===== config.mk =====
export PLATFORM = sky130hd
export DESIGN_NAME = tpcm_ram
export DESIGN_NICKNAME = d
export VERILOG_FILES = /design/src/hw/rtl/ts_packet_continuity_monitor_unit_assert.svh /design/src/hw/rtl/tpcm_ram.sv
export SDC_FILE = /design/constraint.sdc
export NUM_CORES = 2
export LEC_CHECK = 0
export BUFFER_PORTS_ARGS = -buffer_cell sky130_fd_sc_hd__buf_4
export CAP_MARGIN = 25
export CORE_ASPECT_RATIO = 1.75
export CORE_MARGIN = 4
export CORE_UTILIZATION = 45
export DETAILED_ROUTE_END_ITERATION = 8
export HOLD_SLACK_MARGIN = 0.12
export MAX_ROUTING_LAYER = met4
export SKIP_CTS_REPAIR_TIMING = 1
export SYNTH_ARGS = -nofsm -noshare
export SYNTH_HDL_FRONTEND = slang
export SYNTH_SLANG_ARGS = --single-unit

===== constraint.sdc =====
create_clock -name clk_i -period 3.7 [get_ports clk_i]
set_clock_uncertainty 0.2 [all_clocks]
set_input_delay 0.925 -clock clk_i [delete_from_list [all_inputs] [get_ports clk_i]]
set_output_delay 0.925 -clock clk_i [all_outputs]
set_load 0.02 [all_outputs]

===== src/hw/rtl/ts_packet_continuity_monitor_unit_assert.svh =====
// Assertion helpers for the continuity monitor.
// Each macro expects clk_i and rst_ni in scope.
`ifndef TS_PACKET_CONTINUITY_MONITOR_UNIT_ASSERT_SVH
`define TS_PACKET_CONTINUITY_MONITOR_UNIT_ASSERT_SVH

// Same-cycle implication.
`define TPCM_ASSERT_NOW(lbl, ante, cons) \
  lbl: assert property (@(posedge clk_i) disable iff (!rst_ni) (ante) |-> (cons)) \
    else $error("tpcm assertion failed");

// Next-cycle implication.
`define TPCM_ASSERT_NEXT(lbl, ante, cons) \
  lbl: assert property (@(posedge clk_i) disable iff (!rst_ni) (ante) |=> (cons)) \
    else $error("tpcm assertion failed");

`endif


===== src/hw/rtl/tpcm_ram.sv =====
// Simple dual-port RAM, registered read, read returns old data on collision
module tpcm_ram #(
  parameter int unsigned Width = 8,
  parameter int unsigned Depth = 256
) (
  input  logic                     clk_i,
  input  logic                     we_i,
  input  logic [$clog2(Depth)-1:0] waddr_i,
  input  logic [Width-1:0]         wdata_i,
  input  logic                     re_i,
  input  logic [$clog2(Depth)-1:0] raddr_i,
  output logic [Width-1:0]         rdata_o
);

  logic [Width-1:0] mem_q [Depth];
  logic [Width-1:0] rdata_q;

  always_ff @(posedge clk_i) begin
    if (we_i) begin
      mem_q[waddr_i] <= wdata_i;
    end
    if (re_i) begin
      rdata_q <= mem_q[raddr_i];
    end
  end

  assign rdata_o = rdata_q;

endmodule


# Yosys cells after proc, flatten, opt, wreduce, memory -nomap -nowiden

Memories as Yosys holds them, arrays and structs flattened. A register that Yosys moved wholly into a read port is not among the register bits.
Index checks and enable logic that the tools add are counted.

Bits in registers: 0
RAM bits: 2048
Input bits: 27
Output and inout bits: 8
Word-level logic and storage cells: 3
Memories: 1

Multiplexer cells: 2

Memory list:

| memory | depth | bits a word | read ports | clocked after memory_dff | wr ports | line           | RTL |
|---|---|---|---|---|---|---|---|
| mem_q  | 256   | 8           | 1          | 1                        | 1        | tpcm_ram.sv:15 | `logic [Width-1:0] mem_q [Depth];` |

Operator list:

| cell    | number |
|---|---|
| $mux W1 | 2 |

# Longest topological paths before layout

Word-level depth: 2
Mapped depth: 11
Depth with buffers taken out: 6

# Least setup slack after synthesis

Ideal clock, no wire load.

Path kind: in2reg
From: input port raddr_i[0]
To: register rdata_q[2], in the netlist rdata_o[2] (read register of mem_q), data pin
Setup time: 0.269 ns
Data arrival time: 2.732 ns
Required time: 3.231 ns
Path slack: 0.499 ns
Cell stages on the path: 9
Buffers on the path: 4
Cells stage by stage: buf_6 -> buf_12 -> buf_8 -> buf_2 -> mux4_2 -> a22oi_1 -> a21oi_1 -> nor4_1 -> nor4_2

RTL lines:

| element            | line           | RTL |
|---|---|---|
| start: declaration | tpcm_ram.sv:11 | `input logic [$clog2(Depth)-1:0] raddr_i,` |
| end: declaration   | tpcm_ram.sv:16 | `logic [Width-1:0] rdata_q;` |

==> results summary <==
The share of the Yosys chip area taken by registers is a little under 80%. The final-layout setup total negative slack came out at 0 ns. Clock latency on the worst-skew pair, taken at its later pin, is about 0.82 ns. In this run, the number of DRC markers left after iteration 0 of detailed routing was between 3,000 and 4,000. The worst-case IR drop observed on VDD is ~0.00057 V.

The count of buffers from port buffering came out at 34. In the synthesized netlist the dominant register cell turns out to be sky130_fd_sc_hd__edfxtp_1. The final critical-path setup slack came out at roughly 0.059 ns. The relative slew slack is 39.9%.

The buffer type at the clock tree root is sky130_fd_sc_hd__clkbuf_16. Counting flops with an async set or reset pin after synthesis yields a share of 0%. The power share of the clock group is ~40%. The total length of routed wires came out at between 200,000 and 250,000 um.

After detailed placement, the total cell area comes to 0.0875 mm^2. The final instance area came out at 0.0933 mm^2. The critical path is of the in -> reg type. The net count reported at finish came out at between 4,000 and 5,000. The worst path in the final design needs a cycle of around 3.6 ns, including I/O delays and setup. The synthesis-stage register bit count came out at 2,056. The number of vias per cell after detailed routing came out at around 5.9. At the placement stage, the worst setup path has a slack of -0.760 ns. For this design the static power due to leakage is 30.0 nW.

The initial antenna violation count came out at 6. Dividing total power by cell area gives a power density of slightly above 500 mW/mm^2. For the pin with the worst max-slew slack, the measured transition is around 0.9 ns.

The via count of the first global-routing pass came out at 42,000. The clock tree synthesis step divided the H-tree into 4 levels. Setup repair after global routing left no endpoint under its margin. Yosys mapped a number of flops with a built-in enable equal to 2,056. Clock-pin slew was measured on the worst setup and hold paths at about 0.07 ns. The number of placed I/O pins came out at 35. The synthesized netlist net count is about 3,800. The die is 326 um wide. The number of max-capacitance violations reported is 0. The synthesized area divided by synthesized cell count is 21.3 um^2. The height of the chip came out at between 500 and 600 um. The final cycle utilization of the critical path came out at between 90% and 100%. The total routing resource utilization after global routing came out at about a quarter. For this design, the sink count on the clock tree is around 2,100. The kind of path behind the tightest hold check is in -> reg.

Of the total power, the share spent switching nets is between 20% and 30%. The first global-routing pass estimated around 300,000 um of wire. The total standard cell area after synthesis is between 0.07 and 0.08 mm^2.

The initial standard-cell utilization of the core is ~45%. The region available for standard cell placement spans approximately 0.18 mm^2. STA puts the critical path data arrival time at around 4 ns. The startpoint kind of the worst setup timing path is an input port. Counting distinct cell types in the post-synthesis netlist gives 54. The total number of yosys warnings came out at 0. The maximum achievable frequency came out at ~270 MHz. The switching power came out at 9.92 mW. Relative to the synthesized area, the layout overhead comes to 17.1%. Of the cells placed in the final design, the portion with a size suffix greater than 1 is a little under a third. The flow ran to the end, and the final reports show no timing, DRC or antenna violations.

For this run, design rule violations remaining after detail routing come to 0. The required time at the endpoint of the critical path came out at 4.03 ns. For flop-to-flop paths, the worst setup slack is approximately 0.46 ns.

The global route total overflow came out at 0. The internal power contribution came out at between 30 and 40 mW. The die covers between 0.15 and 0.2 mm^2. The number of hold violations in the final report was 0. In this run, the combinational gates consume roughly 5.8% of the power. The final weighted congestion of routability-driven global placement is roughly 0.89. TritonCTS built the clock tree. The routed layout has 40,500 vias. The wire-length estimate of the detail-placed layout is around 140,000 um.

The setup violation total in the final timing report came out at 0. The clock passes through at most 4 buffers. The antenna violation net count after detailed routing is 0.

The worst setup path is captured at a flop. The peak fanout along the critical path came out at 17. The max-slew violation count came to 0. Entering global routing, the biggest net connects 117 pins.

Synthesis produced a netlist whose cell count is roughly 3,700. The first TritonRoute pass finished after 5 iterations. The part of the total power dissipated in sequential elements is between 50% and 60%.

TritonCTS created 180 clock buffers. The number of inserted filler cells in the final layout is between 10,000 and 15,000. After detailed routing, the average wire length per cell comes to just over 30 um.

After floorplanning, the core was divided into 204 placement rows. The final core utilization came out at 52.9%.
==> synth_stat cells, types with 10 or more instances <==
cell	count	area share, %
sky130_fd_sc_hd__nor4_1	24	0.19
sky130_fd_sc_hd__mux2i_1	134	1.7
sky130_fd_sc_hd__a211oi_1	16	0.15
sky130_fd_sc_hd__buf_8	13	0.25
sky130_fd_sc_hd__buf_4	27	0.25
sky130_fd_sc_hd__o22ai_1	28	0.22
sky130_fd_sc_hd__a221oi_1	13	0.14
sky130_fd_sc_hd__nand2_1	33	0.16
sky130_fd_sc_hd__nor2b_1	31	0.24
sky130_fd_sc_hd__a22oi_1	133	1.3
sky130_fd_sc_hd__buf_2	31	0.19
sky130_fd_sc_hd__o211ai_1	10	0.094
sky130_fd_sc_hd__mux4_2	454	13
sky130_fd_sc_hd__o221ai_1	46	0.51
sky130_fd_sc_hd__o21ai_0	10	0.063
sky130_fd_sc_hd__edfxtp_1	2056	78
sky130_fd_sc_hd__buf_6	21	0.30
sky130_fd_sc_hd__a21oi_1	96	0.60
sky130_fd_sc_hd__buf_1	22	0.10
sky130_fd_sc_hd__nand4_1	10	0.079
sky130_fd_sc_hd__clkbuf_1	111	0.52
sky130_fd_sc_hd__nand3_1	34	0.21
sky130_fd_sc_hd__nor3_1	22	0.14
sky130_fd_sc_hd__nor2_1	282	1.3
==> worst max-delay path: stages <==
cell	delay (ns)
sky130_fd_sc_hd__buf_8	0.19
sky130_fd_sc_hd__buf_12	0.18
sky130_fd_sc_hd__buf_12	0.20
sky130_fd_sc_hd__mux4_2	0.51
sky130_fd_sc_hd__a22o_1	0.26
sky130_fd_sc_hd__a221oi_1	0.53
sky130_fd_sc_hd__o32ai_1	0.19
sky130_fd_sc_hd__nor3_1	0.64
sky130_fd_sc_hd__buf_4	0.25
sky130_fd_sc_hd__nor4_1	0.05
==> layout make-up <==
class	instances	area (um^2)	area share, %
Timing Repair Buffer	681	6250	6.70
Inverter	2	7.51	0.00805
Antenna cell	2	5.00	0.00537
Multi-Input combinational cell	1442	16500	17.7
Tap cell	2369	2960	3.18
Clock inverter	104	1130	1.22
Sequential cell	2056	61700	66.2
Clock buffer	211	4680	5.02
==> sequential cells by signal, summed over array words and instances (netlist names) <==
signal   count
rdata_o      8
mem_q     2048
==> stage by stage <==
stage	cells	total power [mW]	hold WS, ns
final	6867	47.4	0.198
after global routing	6867	48.7	0.177
after CTS	6865	47.7	0.152
after detailed placement	6550	29.0	1.01
after global placement	6547	29.0	1.00
after floorplan	3733	27.5	0.664
==> kinds of logic (layout without fill, tap and decap cells) <==
family | Yosys count | in the layout | share of synthesized area (%)
compound gates | 385 | 385 | 3.42
buf+inv | 235 | 998 | 1.83
flops | 2056 | 2056 | 77.5
mux | 591 | 591 | 14.6
other cells | 0 | 2 | 0
simple gates | 466 | 466 | 2.63
==> power groups by stage <==
stage          logic [mW]  clock network [mW]  registers, mW
6_report             2.75                18.9           25.7
3_5_place_dp         2.78                   0           26.2
2_1_floorplan        1.25                   0           26.2
3_3_place_gp         2.74                   0           26.2
5_1_grt              2.87                20.2           25.7
4_1_cts              2.78                19.2           25.7
==> metal layers <==
layer	vias to the layer above	part of all wire [%]	track usage (%)
met2	1465	55	43.1
met1	21800	35	27.0
met5	-	0	-
met4	0	4.5	9.11
li1	16900	-	-
met3	388	5.2	2.50
==> layout by cell type (no fill, tap or decap), types with 13 or more instances in the layout <==
| master | count |
|---|---|
| sky130_fd_sc_hd__mux2i_1 | 134 |
| sky130_fd_sc_hd__clkinv_1 | 30 |
| sky130_fd_sc_hd__buf_4 | 585 |
| sky130_fd_sc_hd__clkbuf_16 | 183 |
| sky130_fd_sc_hd__nand3_1 | 34 |
| sky130_fd_sc_hd__clkbuf_1 | 28 |
| sky130_fd_sc_hd__o221ai_1 | 46 |
| sky130_fd_sc_hd__edfxtp_1 | 2056 |
| sky130_fd_sc_hd__o22ai_1 | 28 |
| sky130_fd_sc_hd__clkinv_2 | 35 |
| sky130_fd_sc_hd__bufinv_16 | 23 |
| sky130_fd_sc_hd__nor2_1 | 279 |
| sky130_fd_sc_hd__nor3_1 | 22 |
| sky130_fd_sc_hd__a22oi_1 | 133 |
| sky130_fd_sc_hd__a221oi_1 | 13 |
| sky130_fd_sc_hd__a21oi_1 | 96 |
| sky130_fd_sc_hd__nor4_1 | 22 |
| sky130_fd_sc_hd__mux4_2 | 454 |
| sky130_fd_sc_hd__nor2b_1 | 28 |
| sky130_fd_sc_hd__nand2_1 | 33 |
| sky130_fd_sc_hd__buf_12 | 85 |
| sky130_fd_sc_hd__a211oi_1 | 16 |
==> worst paths after layout <==
path                startpoint            to  depth (start not counted)
hold reg to reg   mem_q[23][2]    rdata_o[2]                          6
setup reg to reg  mem_q[82][5]    rdata_o[5]                          7
setup / recovery    raddr_i[0]    rdata_o[5]                         10
hold / removal      wdata_i[0]  mem_q[59][0]                          1
Power figures use the tool's default switching activity.
